## config.mk

```make
export PLATFORM = sky130hd
export DESIGN_NAME = motor_capture_timebase_core
export DESIGN_NICKNAME = d
export VERILOG_FILES = /design/src/hdl/mct_pkg.sv /design/src/hdl/motor_capture_timebase_core.sv
export SDC_FILE = /design/constraint.sdc
export NUM_CORES = 1
export LEC_CHECK = 0
export BUFFER_PORTS_ARGS = -buffer_cell sky130_fd_sc_hd__clkbuf_2
export CORE_AREA = 2 2 243 125
export DETAILED_ROUTE_END_ITERATION = 8
export DIE_AREA = 0 0 245 127
export GPL_TIMING_DRIVEN = 0
export PLACE_DENSITY = 0.75
export SLEW_MARGIN = 0
export SYNTH_ARGS = -nofsm -noshare
export SYNTH_HDL_FRONTEND = slang
export SYNTH_SLANG_ARGS = --single-unit
```

## constraint.sdc

```tcl
create_clock -name clock -period 5.61 [get_ports clock]
set_clock_uncertainty 0.1 [all_clocks]
set_input_delay 1.122 -clock clock [delete_from_list [all_inputs] [get_ports clock]]
set_output_delay 1.122 -clock clock [all_outputs]
set_load 0.005 [all_outputs]
```

## src/hdl/mct_pkg.sv

```systemverilog
// Package for the motor capture timebase core.
// Holds shared codes, reset values, widths and the result beat type.
// No dependencies.
package mct_pkg;

   // Default channel count and slice period.
   localparam int unsigned DefChannels    = 3;
   localparam int unsigned DefSlicePeriod = 5;

   // Field and state widths.
   localparam int unsigned TimeW   = 16;
   localparam int unsigned SliceW  = 3;
   localparam int unsigned FlagW   = 3;
   localparam int unsigned SensW   = 3;
   localparam int unsigned CsrIdxW = 2;

   // Register reset values.
   localparam logic [TimeW-1:0] HalfSecondReset = 16'd10000;
   localparam logic [TimeW-1:0] LowSpeedReset   = 16'd100;
   localparam logic [TimeW-1:0] StallReset      = 16'd1000;

   // Register indexes on the write port.
   localparam logic [CsrIdxW-1:0] CsrHalfSecond = 2'd0;
   localparam logic [CsrIdxW-1:0] CsrLowSpeed   = 2'd1;
   localparam logic [CsrIdxW-1:0] CsrStall      = 2'd2;

   // Command codes.
   localparam logic CmdTick    = 1'b0;
   localparam logic CmdCapture = 1'b1;

   // Slice slot codes.
   typedef enum logic [1:0] {
      SliceNone     = 2'd0,
      SliceCommut   = 2'd1,
      SliceVelocity = 2'd2
   } slice_action_type;

   // Velocity mode codes.
   typedef enum logic [1:0] {
      VelNone    = 2'd0,
      VelCapture = 2'd1,
      VelTicks   = 2'd2
   } velocity_mode_type;

   // One result beat.
   typedef struct packed {
      logic              stall_res;
      logic [SensW-1:0]  stall_sensor_state;
      logic              measured_update;
      slice_action_type  slice_action;
      logic              led_toggle;
      logic [1:0]        capture_channel;
      logic [TimeW-1:0]  edge_delta;
      logic [TimeW-1:0]  previous_delta;
      logic [TimeW-1:0]  tick_delta;
      velocity_mode_type velocity_mode;
   } rsp_type;

endpackage

```

## src/hdl/motor_capture_timebase_core.sv

```systemverilog
// Top level of the motor capture timebase: tick and capture handling.
// Depends on mct_pkg for codes, widths and the result beat type.
//
// Channel | Direction | Ports
// req     | in        | req_valid, req_stall, req_command, req_capture_flags,
//         |           | req_edge_time, req_sensor_state
// rsp     | out       | rsp_valid, rsp_stall, rsp_stall_res ... rsp_velocity_mode
// csr     | in        | csr_write_en, csr_index, csr_data
//
// The result is computed from the state registers and the request in one pass
// and lands in the output register at the accept edge, or in the skid register
// while the output is stalled; one beat per cycle is sustained while rsp_stall is low.
// A skid register behind the output register takes one more beat while the
// output is stalled; req_stall rises only when the skid register is full.
// Reset is synchronous: clears state and valid flags, loads config reset values.
module motor_capture_timebase_core #(
   parameter int unsigned CHANNELS     = mct_pkg::DefChannels,
   parameter int unsigned SLICE_PERIOD = mct_pkg::DefSlicePeriod
) (
   input  logic                        clock,
   input  logic                        reset,
   // Request channel.
   input  logic                        req_valid,
   output logic                        req_stall,
   input  logic                        req_command,
   input  logic [mct_pkg::FlagW-1:0]   req_capture_flags,
   input  logic [mct_pkg::TimeW-1:0]   req_edge_time,
   input  logic [mct_pkg::SensW-1:0]   req_sensor_state,
   // Response channel.
   output logic                        rsp_valid,
   input  logic                        rsp_stall,
   output logic                        rsp_stall_res,
   output logic [mct_pkg::SensW-1:0]   rsp_stall_sensor_state,
   output logic                        rsp_measured_update,
   output logic [1:0]                  rsp_slice_action,
   output logic                        rsp_led_toggle,
   output logic [1:0]                  rsp_capture_channel,
   output logic [mct_pkg::TimeW-1:0]   rsp_edge_delta,
   output logic [mct_pkg::TimeW-1:0]   rsp_previous_delta,
   output logic [mct_pkg::TimeW-1:0]   rsp_tick_delta,
   output logic [1:0]                  rsp_velocity_mode,
   // Configuration write port.
   input  logic                        csr_write_en,
   input  logic [mct_pkg::CsrIdxW-1:0] csr_index,
   input  logic [mct_pkg::TimeW-1:0]   csr_data
);

   localparam int unsigned ChIdxW = (CHANNELS > 1) ? $clog2(CHANNELS) : 1;
   localparam int unsigned TimeW  = mct_pkg::TimeW;
   localparam int unsigned SliceW = mct_pkg::SliceW;

   // Configuration registers.
   logic [TimeW-1:0] half_second_ff;
   logic [TimeW-1:0] low_speed_ff;
   logic [TimeW-1:0] stall_ticks_ff;

   // Timebase state.
   logic [TimeW-1:0]  tick_counter_ff, tick_counter_in;
   logic [TimeW-1:0]  last_capture_tick_ff, last_capture_tick_in;
   logic [SliceW-1:0] slice_counter_ff, slice_counter_in;
   logic              capture_pending_ff, capture_pending_in;
   logic [TimeW-1:0]  last_edge_time_ff  [CHANNELS];
   logic [TimeW-1:0]  last_edge_delta_ff [CHANNELS];

   // Output and skid registers.
   mct_pkg::rsp_type rsp_ff, rsp_in;
   mct_pkg::rsp_type skid_ff;
   logic             rsp_valid_ff, rsp_valid_in;
   logic             skid_valid_ff, skid_valid_in;

   logic             req_accept;
   logic             rsp_load;
   mct_pkg::rsp_type result;

   // Working signals of the single pass.
   logic [TimeW-1:0]  raw_delta;
   logic [TimeW-1:0]  tick_delta;
   logic [TimeW-1:0]  tick_inc;
   logic [SliceW-1:0] slice_inc;
   logic [CHANNELS-1:0] usable;
   logic              ch_found;
   logic [ChIdxW-1:0] ch_idx;
   logic [TimeW-1:0]  new_delta;
   logic              edge_write;

   // Handshake: the skid register holds off new beats when full.
   assign req_stall  = skid_valid_ff;
   assign req_accept = req_valid && !skid_valid_ff;
   assign rsp_load   = !rsp_valid_ff || !rsp_stall;

   // Ticks since the last capture, wrapped by the half-second count.
   always_comb begin
      raw_delta = tick_counter_ff - last_capture_tick_ff;
      if (tick_counter_ff < last_capture_tick_ff) begin
         tick_delta = raw_delta + half_second_ff;
      end else begin
         tick_delta = raw_delta;
      end
   end

   // Capture flag decode, lowest channel first.
   always_comb begin
      usable   = req_capture_flags[CHANNELS-1:0];
      ch_found = 1'b0;
      ch_idx   = '0;
      for (int i = CHANNELS - 1; i >= 0; i--) begin
         if (usable[i]) begin
            ch_found = 1'b1;
            ch_idx   = ChIdxW'(i);
         end
      end
      new_delta = req_edge_time - last_edge_time_ff[ch_idx];
   end

   // Result and next state for the accepted beat.
   always_comb begin
      result               = '0;
      tick_counter_in      = tick_counter_ff;
      last_capture_tick_in = last_capture_tick_ff;
      slice_counter_in     = slice_counter_ff;
      capture_pending_in   = capture_pending_ff;
      edge_write           = 1'b0;
      tick_inc             = tick_counter_ff + TimeW'(1);
      slice_inc            = slice_counter_ff + SliceW'(1);

      if (req_command == mct_pkg::CmdTick) begin
         if (tick_delta > stall_ticks_ff) begin
            result.stall_res          = 1'b1;
            result.stall_sensor_state = req_sensor_state;
         end
         result.measured_update = capture_pending_ff;
         capture_pending_in     = 1'b0;

         case (slice_inc)
            SliceW'(1): result.slice_action = mct_pkg::SliceCommut;
            SliceW'(2): result.slice_action = mct_pkg::SliceVelocity;
            default:    result.slice_action = mct_pkg::SliceNone;
         endcase
         if (slice_inc >= SliceW'(SLICE_PERIOD)) begin
            slice_counter_in = '0;
         end else begin
            slice_counter_in = slice_inc;
         end

         if (tick_inc >= half_second_ff) begin
            result.led_toggle = 1'b1;
            tick_counter_in   = '0;
         end else begin
            tick_counter_in   = tick_inc;
         end
      end else if (ch_found) begin
         result.capture_channel = 2'(ch_idx) + 2'd1;
         result.edge_delta      = new_delta;
         result.previous_delta  = last_edge_delta_ff[ch_idx];
         result.tick_delta      = tick_delta;
         result.velocity_mode   = (tick_delta > low_speed_ff) ?
                                  mct_pkg::VelTicks : mct_pkg::VelCapture;
         edge_write             = 1'b1;
         capture_pending_in     = 1'b1;
         last_capture_tick_in   = tick_counter_ff;
      end
   end

   // Output register and skid register steering.
   always_comb begin
      rsp_in        = rsp_ff;
      rsp_valid_in  = rsp_valid_ff;
      skid_valid_in = skid_valid_ff;
      if (rsp_load) begin
         if (skid_valid_ff) begin
            rsp_in        = skid_ff;
            rsp_valid_in  = 1'b1;
            skid_valid_in = 1'b0;
         end else begin
            rsp_in       = result;
            rsp_valid_in = req_accept;
         end
      end else if (req_accept) begin
         skid_valid_in = 1'b1;
      end
   end

   // Control and state registers.
   always_ff @(posedge clock) begin
      if (reset) begin
         half_second_ff       <= mct_pkg::HalfSecondReset;
         low_speed_ff         <= mct_pkg::LowSpeedReset;
         stall_ticks_ff       <= mct_pkg::StallReset;
         tick_counter_ff      <= '0;
         last_capture_tick_ff <= '0;
         slice_counter_ff     <= '0;
         capture_pending_ff   <= 1'b0;
         rsp_valid_ff         <= 1'b0;
         skid_valid_ff        <= 1'b0;
         for (int i = 0; i < CHANNELS; i++) begin
            last_edge_time_ff[i]  <= '0;
            last_edge_delta_ff[i] <= '0;
         end
      end else begin
         rsp_valid_ff  <= rsp_valid_in;
         skid_valid_ff <= skid_valid_in;
         if (csr_write_en) begin
            case (csr_index)
               mct_pkg::CsrHalfSecond: half_second_ff <= csr_data;
               mct_pkg::CsrLowSpeed:   low_speed_ff   <= csr_data;
               mct_pkg::CsrStall:      stall_ticks_ff <= csr_data;
               default: ;
            endcase
         end
         if (req_accept) begin
            tick_counter_ff      <= tick_counter_in;
            last_capture_tick_ff <= last_capture_tick_in;
            slice_counter_ff     <= slice_counter_in;
            capture_pending_ff   <= capture_pending_in;
            if (edge_write) begin
               last_edge_time_ff[ch_idx]  <= req_edge_time;
               last_edge_delta_ff[ch_idx] <= new_delta;
            end
         end
      end
   end

   // Payload registers carry no reset.
   always_ff @(posedge clock) begin
      rsp_ff <= rsp_in;
      if (req_accept && !rsp_load) begin
         skid_ff <= result;
      end
   end

   // Response ports.
   assign rsp_valid              = rsp_valid_ff;
   assign rsp_stall_res          = rsp_ff.stall_res;
   assign rsp_stall_sensor_state = rsp_ff.stall_sensor_state;
   assign rsp_measured_update    = rsp_ff.measured_update;
   assign rsp_slice_action       = rsp_ff.slice_action;
   assign rsp_led_toggle         = rsp_ff.led_toggle;
   assign rsp_capture_channel    = rsp_ff.capture_channel;
   assign rsp_edge_delta         = rsp_ff.edge_delta;
   assign rsp_previous_delta     = rsp_ff.previous_delta;
   assign rsp_tick_delta         = rsp_ff.tick_delta;
   assign rsp_velocity_mode      = rsp_ff.velocity_mode;

   // The skid register only fills behind an occupied output register.
   a_skid_behind_output: assert property (@(posedge clock) disable iff (reset)
      skid_valid_ff |-> rsp_valid_ff)
      else $error("skid register full while output register empty");

   // The slice counter never reaches the slice period.
   a_slice_in_range: assert property (@(posedge clock) disable iff (reset)
      slice_counter_ff < SliceW'(SLICE_PERIOD))
      else $error("slice counter out of range");

   // A capture beat never carries tick fields.
   a_kinds_exclusive: assert property (@(posedge clock) disable iff (reset)
      (rsp_valid_ff && rsp_ff.capture_channel != 2'd0) |->
      (!rsp_ff.stall_res && !rsp_ff.measured_update && !rsp_ff.led_toggle &&
       rsp_ff.slice_action == mct_pkg::SliceNone))
      else $error("capture beat carries tick fields");

   // Sensor bits are passed out only with a stall.
   a_sensor_with_stall: assert property (@(posedge clock) disable iff (reset)
      (rsp_valid_ff && rsp_ff.stall_sensor_state != '0) |-> rsp_ff.stall_res)
      else $error("sensor bits without stall");

   // A captured beat leaves a pending capture for the next tick.
   a_capture_sets_pending: assert property (@(posedge clock) disable iff (reset)
      (req_accept && req_command == mct_pkg::CmdCapture && ch_found) |=>
      capture_pending_ff)
      else $error("capture did not set pending flag");

endmodule
```

==> metrics.md <==
| Metric | Value |
|---|---|
| Later-pin clock latency in the skew report | 0.57 ns |
| CTS tree | built |
| Die Wd | 245 um |
| DIE AREA | 0.0311 sq mm |
| Core area | 0.0288 sq mm |
| Worst setup SP type | register |
| Count of final max-slew check failures | 0 |
| Post-DP HPWL | 27300 um |
| Vias in the first global route | around 11000 |
| Yosys warns | 0 |
| Sequential element share of the synthesized area | 51.8% |
| Slew headroom | roughly 37% |
| Root buf cell | clkbuf_16 |
| Post-synth cell types | a little under 70 |
| Final GP Congestion | 0.895 |
| Total grt overflow | 0 |
| I/O Buffers | 105 |
| Util after Layout | 63.0% |
| Largest family of logic cells by synthesized area | simple AND/OR/NAND/NOR gates |
| Worst reg2reg setup slack | roughly 0.23 ns |
| Total Routing Usage GR | 24.2% |
| # DRC | 0 |
| Sw Ratio | 25.9% |
| CP Data Required Time | approximately 6 ns |
| Initial Utilization | 55.0% |
| DR iter-0 viols | 1050 |
| Area added between synthesis and finish | 14.6% |
| Routed WL per cell | 18.0 um |
| Hold Slack | roughly 0.35 ns |
| Least-Margin Pin Slew | 0.946 ns |
| Reg2reg end | skid_ff[56] |
| Clk buf depth | 3 |
| Largest fanout on the critical path | 7 |
| Placed Cells | 2061 |
| First-pass DRT Iterations | 5 |
| Ant diodes | 0 |
| Crit path time final | around 5.4 ns |
| Vias per Instance | 5.67 |
| XOR/XNOR Fraction of Synth Area | 2.98% |
| Mux cell area share after synthesis | 3.40% |
| Via count | 12000 |
| Max frequency | 186 MHz |
| H-tree levels | 1 |
| Worst setup EP type | register |
| Leakage power | 7.50 nW |
| Synth Area in Simple Gates | 16.9% |
| Setup violators final | 0 |
| Status | completed |
| Core Rows | 44 |
| Post-synth ARST share | 0% |
| Reg2reg start | tick_counter_ff[0] |
| Synth Register Bits | a little over 300 |
| Max-cap viol count | 0 |
| Crit Path Category | register to register |
| Flop pwr share | approximately 50% |
| Global-route wire length before repair | 59200 um |
| Final net count | roughly 1900 |
| EDFF count, synth | between 200 and 250 |
| R2r worst-path depth | 24 |
| Top-count cell post-synth | edfxtp_1 |
| Initial antenna violation count | 0 |
| Cell Area, Synth | 0.0158 sq mm |
| CTS clk-pin slew, worst paths | 0.07 ns |
| Worst vdd ir | between 150 and 200 uV |
| ANT nets after route | 0 |
| Clock power frac | 37.5% |
| Adder-cell share of the synthesized area | 8.28% |
| Cells after Synth | 1564 |
| Share of layout cells above drive strength 1 | 14.0% |
| Num CTS Buffers | 27 |
| CP arrival | 5.60 ns |
| Worst slack at placement | -0.889 ns |
| Largest net degree at the start of global routing | 64 |
| Hold Vio Cnt, Final | 0 |
| Post-synth top area share | around two fifths |
| Top Ports | 108 |
| Commonest cells in the netlist | edfxtp_1 (216), nand2_1 (205), nor2_1 (162), a21oi_1 (109), ha_1 (100) |
| Setup TNS | 0 ns |
| Final Cycle Share | 95.8% |
| Endpoint, Worst Hold | stall_ticks_ff[13] |
| Int Pwr | about 3.9 mW |
| Mapped Nets | approximately 1700 |
| Cells on Worst Hold Path | 2 |
| Chip Height | 127 um |
| CTS sink count | 302 |
| Worst Setup Slack, final | 0.234 ns |
| Min-delay worst type | register to register |
| Startpoint of the worst hold path | stall_ticks_ff[13] |
| NetSw | between 1 and 1.5 mW |
| Top FF cell, synth | edfxtp_1 |
| Cell taking the most area after synthesis | edfxtp_1 |
| Routed wire length | 38100 um |
| Pwr/cell area | 287 mW/mm^2 |
| Syn Area/Cell | 10.1 sq um |
| Combinational power share | between 10 and 15% |
| Top cells by area, synth | edfxtp_1 (41%), dfxtp_1 (11%), ha_1 (7.9%) |
| Compound-cell area share of the yosys netlist | 12.8% |
| Non-filler instance count after layout | 2123 |
==> area by class of cell <==
class | count | area [sq um]
Timing Repair Buffer | 118 | 639
Inverter | 87 | 327
Clock inverter | 17 | 219
Tap cell | 391 | 489
Buffer | 70 | 277
Multi-Input combinational cell | 1105 | 7280
Sequential cell | 302 | 8210
Fill cell | 2319 | 10700
Clock buffer | 33 | 698
==> kinds of logic after synthesis <==
family	count (synthesis)
AO/OA/AOI/OAI	322
XOR/XNOR	53
adder cells (fa/ha/maj)	103
buffers and inverters	157
flip-flops	302
multiplexers	51
AND/OR/NAND/NOR	576
==> worst max-delay path, cell delays in order (launching register included) <==
cell and delay [ns]:
dfxtp_4 0.39, inv_1 0.07, ha_1 0.22, fa_2 0.35
nand2b_1 0.17, a21o_1 0.25, buf_4 0.16, nor2b_1 0.13
xnor2_1 0.21, ha_1 0.33, a21oi_1 0.25, o21ai_1 0.14
a31oi_2 0.31, nand2_2 0.13, a31oi_4 0.23, xor2_2 0.21
o21ai_2 0.10, ha_1 0.30, a21oi_1 0.14, nor2b_1 0.06
o21ai_1 0.16, nand2_1 0.15, o31ai_4 0.35, inv_2 0.09
and2_1 0.17
==> state kept, by name, summed over array words and instances, names as in the netlist <==
| signal | cells |
|---|---|
| rsp_velocity_mode | 2 |
| rsp_slice_action | 2 |
| half_second_ff | 16 |
| low_speed_ff | 16 |
| rsp_edge_delta | 16 |
| slice_counter_ff | 3 |
| last_edge_delta_ff | 48 |
| rsp_capture_channel | 2 |
| rsp_led_toggle | 1 |
| rsp_stall_sensor_state | 3 |
| last_capture_tick_ff | 16 |
| rsp_valid | 1 |
| rsp_previous_delta | 16 |
| rsp_tick_delta | 16 |
| tick_counter_ff | 16 |
| last_edge_time_ff | 48 |
| rsp_stall_res | 1 |
| skid_ff | 60 |
| stall_ticks_ff | 16 |
| rsp_measured_update | 1 |
| req_stall | 1 |
| capture_pending_ff | 1 |
==> worst max-delay path by stage <==
stage	startpoint	to	slack, ns
final	tick_counter_ff[0]	skid_ff[56]	0.23
after global routing	tick_counter_ff[0]	skid_ff[56]	-0.02
after CTS	tick_counter_ff[0]	skid_ff[56]	0.03
after detailed placement	tick_counter_ff[0]	skid_ff[56]	-0.89
after global placement	rsp_stall	skid_ff[33]	-1.18
after floorplan	rsp_stall	skid_ff[0]	0.54
==> layer usage <==
metal	global-route usage, %	part of all wire [%]	up-vias	routed length (um)
met4	6.78	2.1	0	792
met1	33.1	45	5823	17100
met3	4.35	5.6	66	2130
met2	40.0	47	309	18000
li1	-	-	5836	-
met5	0	0	-	0
==> placed cells by master (no fill, tap or decap), drive strengths merged, types with 6 or more instances in the layout <==
cell	instances
a211o	16
a211oi	23
a21o	22
a21oi	111
a22o	6
a31oi	7
and2	60
and3	9
buf	28
clkbuf	193
dfxtp	86
edfxtp	216
ha	100
inv	90
mux2	22
mux2i	29
nand2	205
nand2b	22
nand3	40
nand4	13
nor2	163
nor2b	13
nor3	15
nor4	9
o21a	17
o21ai	75
o22ai	7
o31ai	17
or3	8
xnor2	29
xor2	24
==> what timing repair did <==
action                                  in CTS  in global routing
resized for setup                           18                 32
endpoints found under the setup margin      12                 12
buffers inserted                             4                  8
pin swaps                                    5                 18
hold buffers                                 0                  0
==> power by group through the flow <==
stage | clock (mW) | sequential (mW) | combinational (mW)
final | 1.95 | 2.56 | 0.700
after global routing | 2.07 | 2.57 | 0.767
after CTS | 1.96 | 2.56 | 0.681
after detailed placement | 0 | 2.61 | 0.663
after global placement | 0 | 2.61 | 0.649
after floorplan | 0 | 2.60 | 0.418
==> through the flow <==
stage,cell area [sq um],power [mW]
final,18100,5.21
after global routing,18100,5.40
after CTS,17900,5.20
after detailed placement,16900,3.27
after global placement,16800,3.26
after floorplan,15800,3.02
Power figures use the tool's default switching activity.
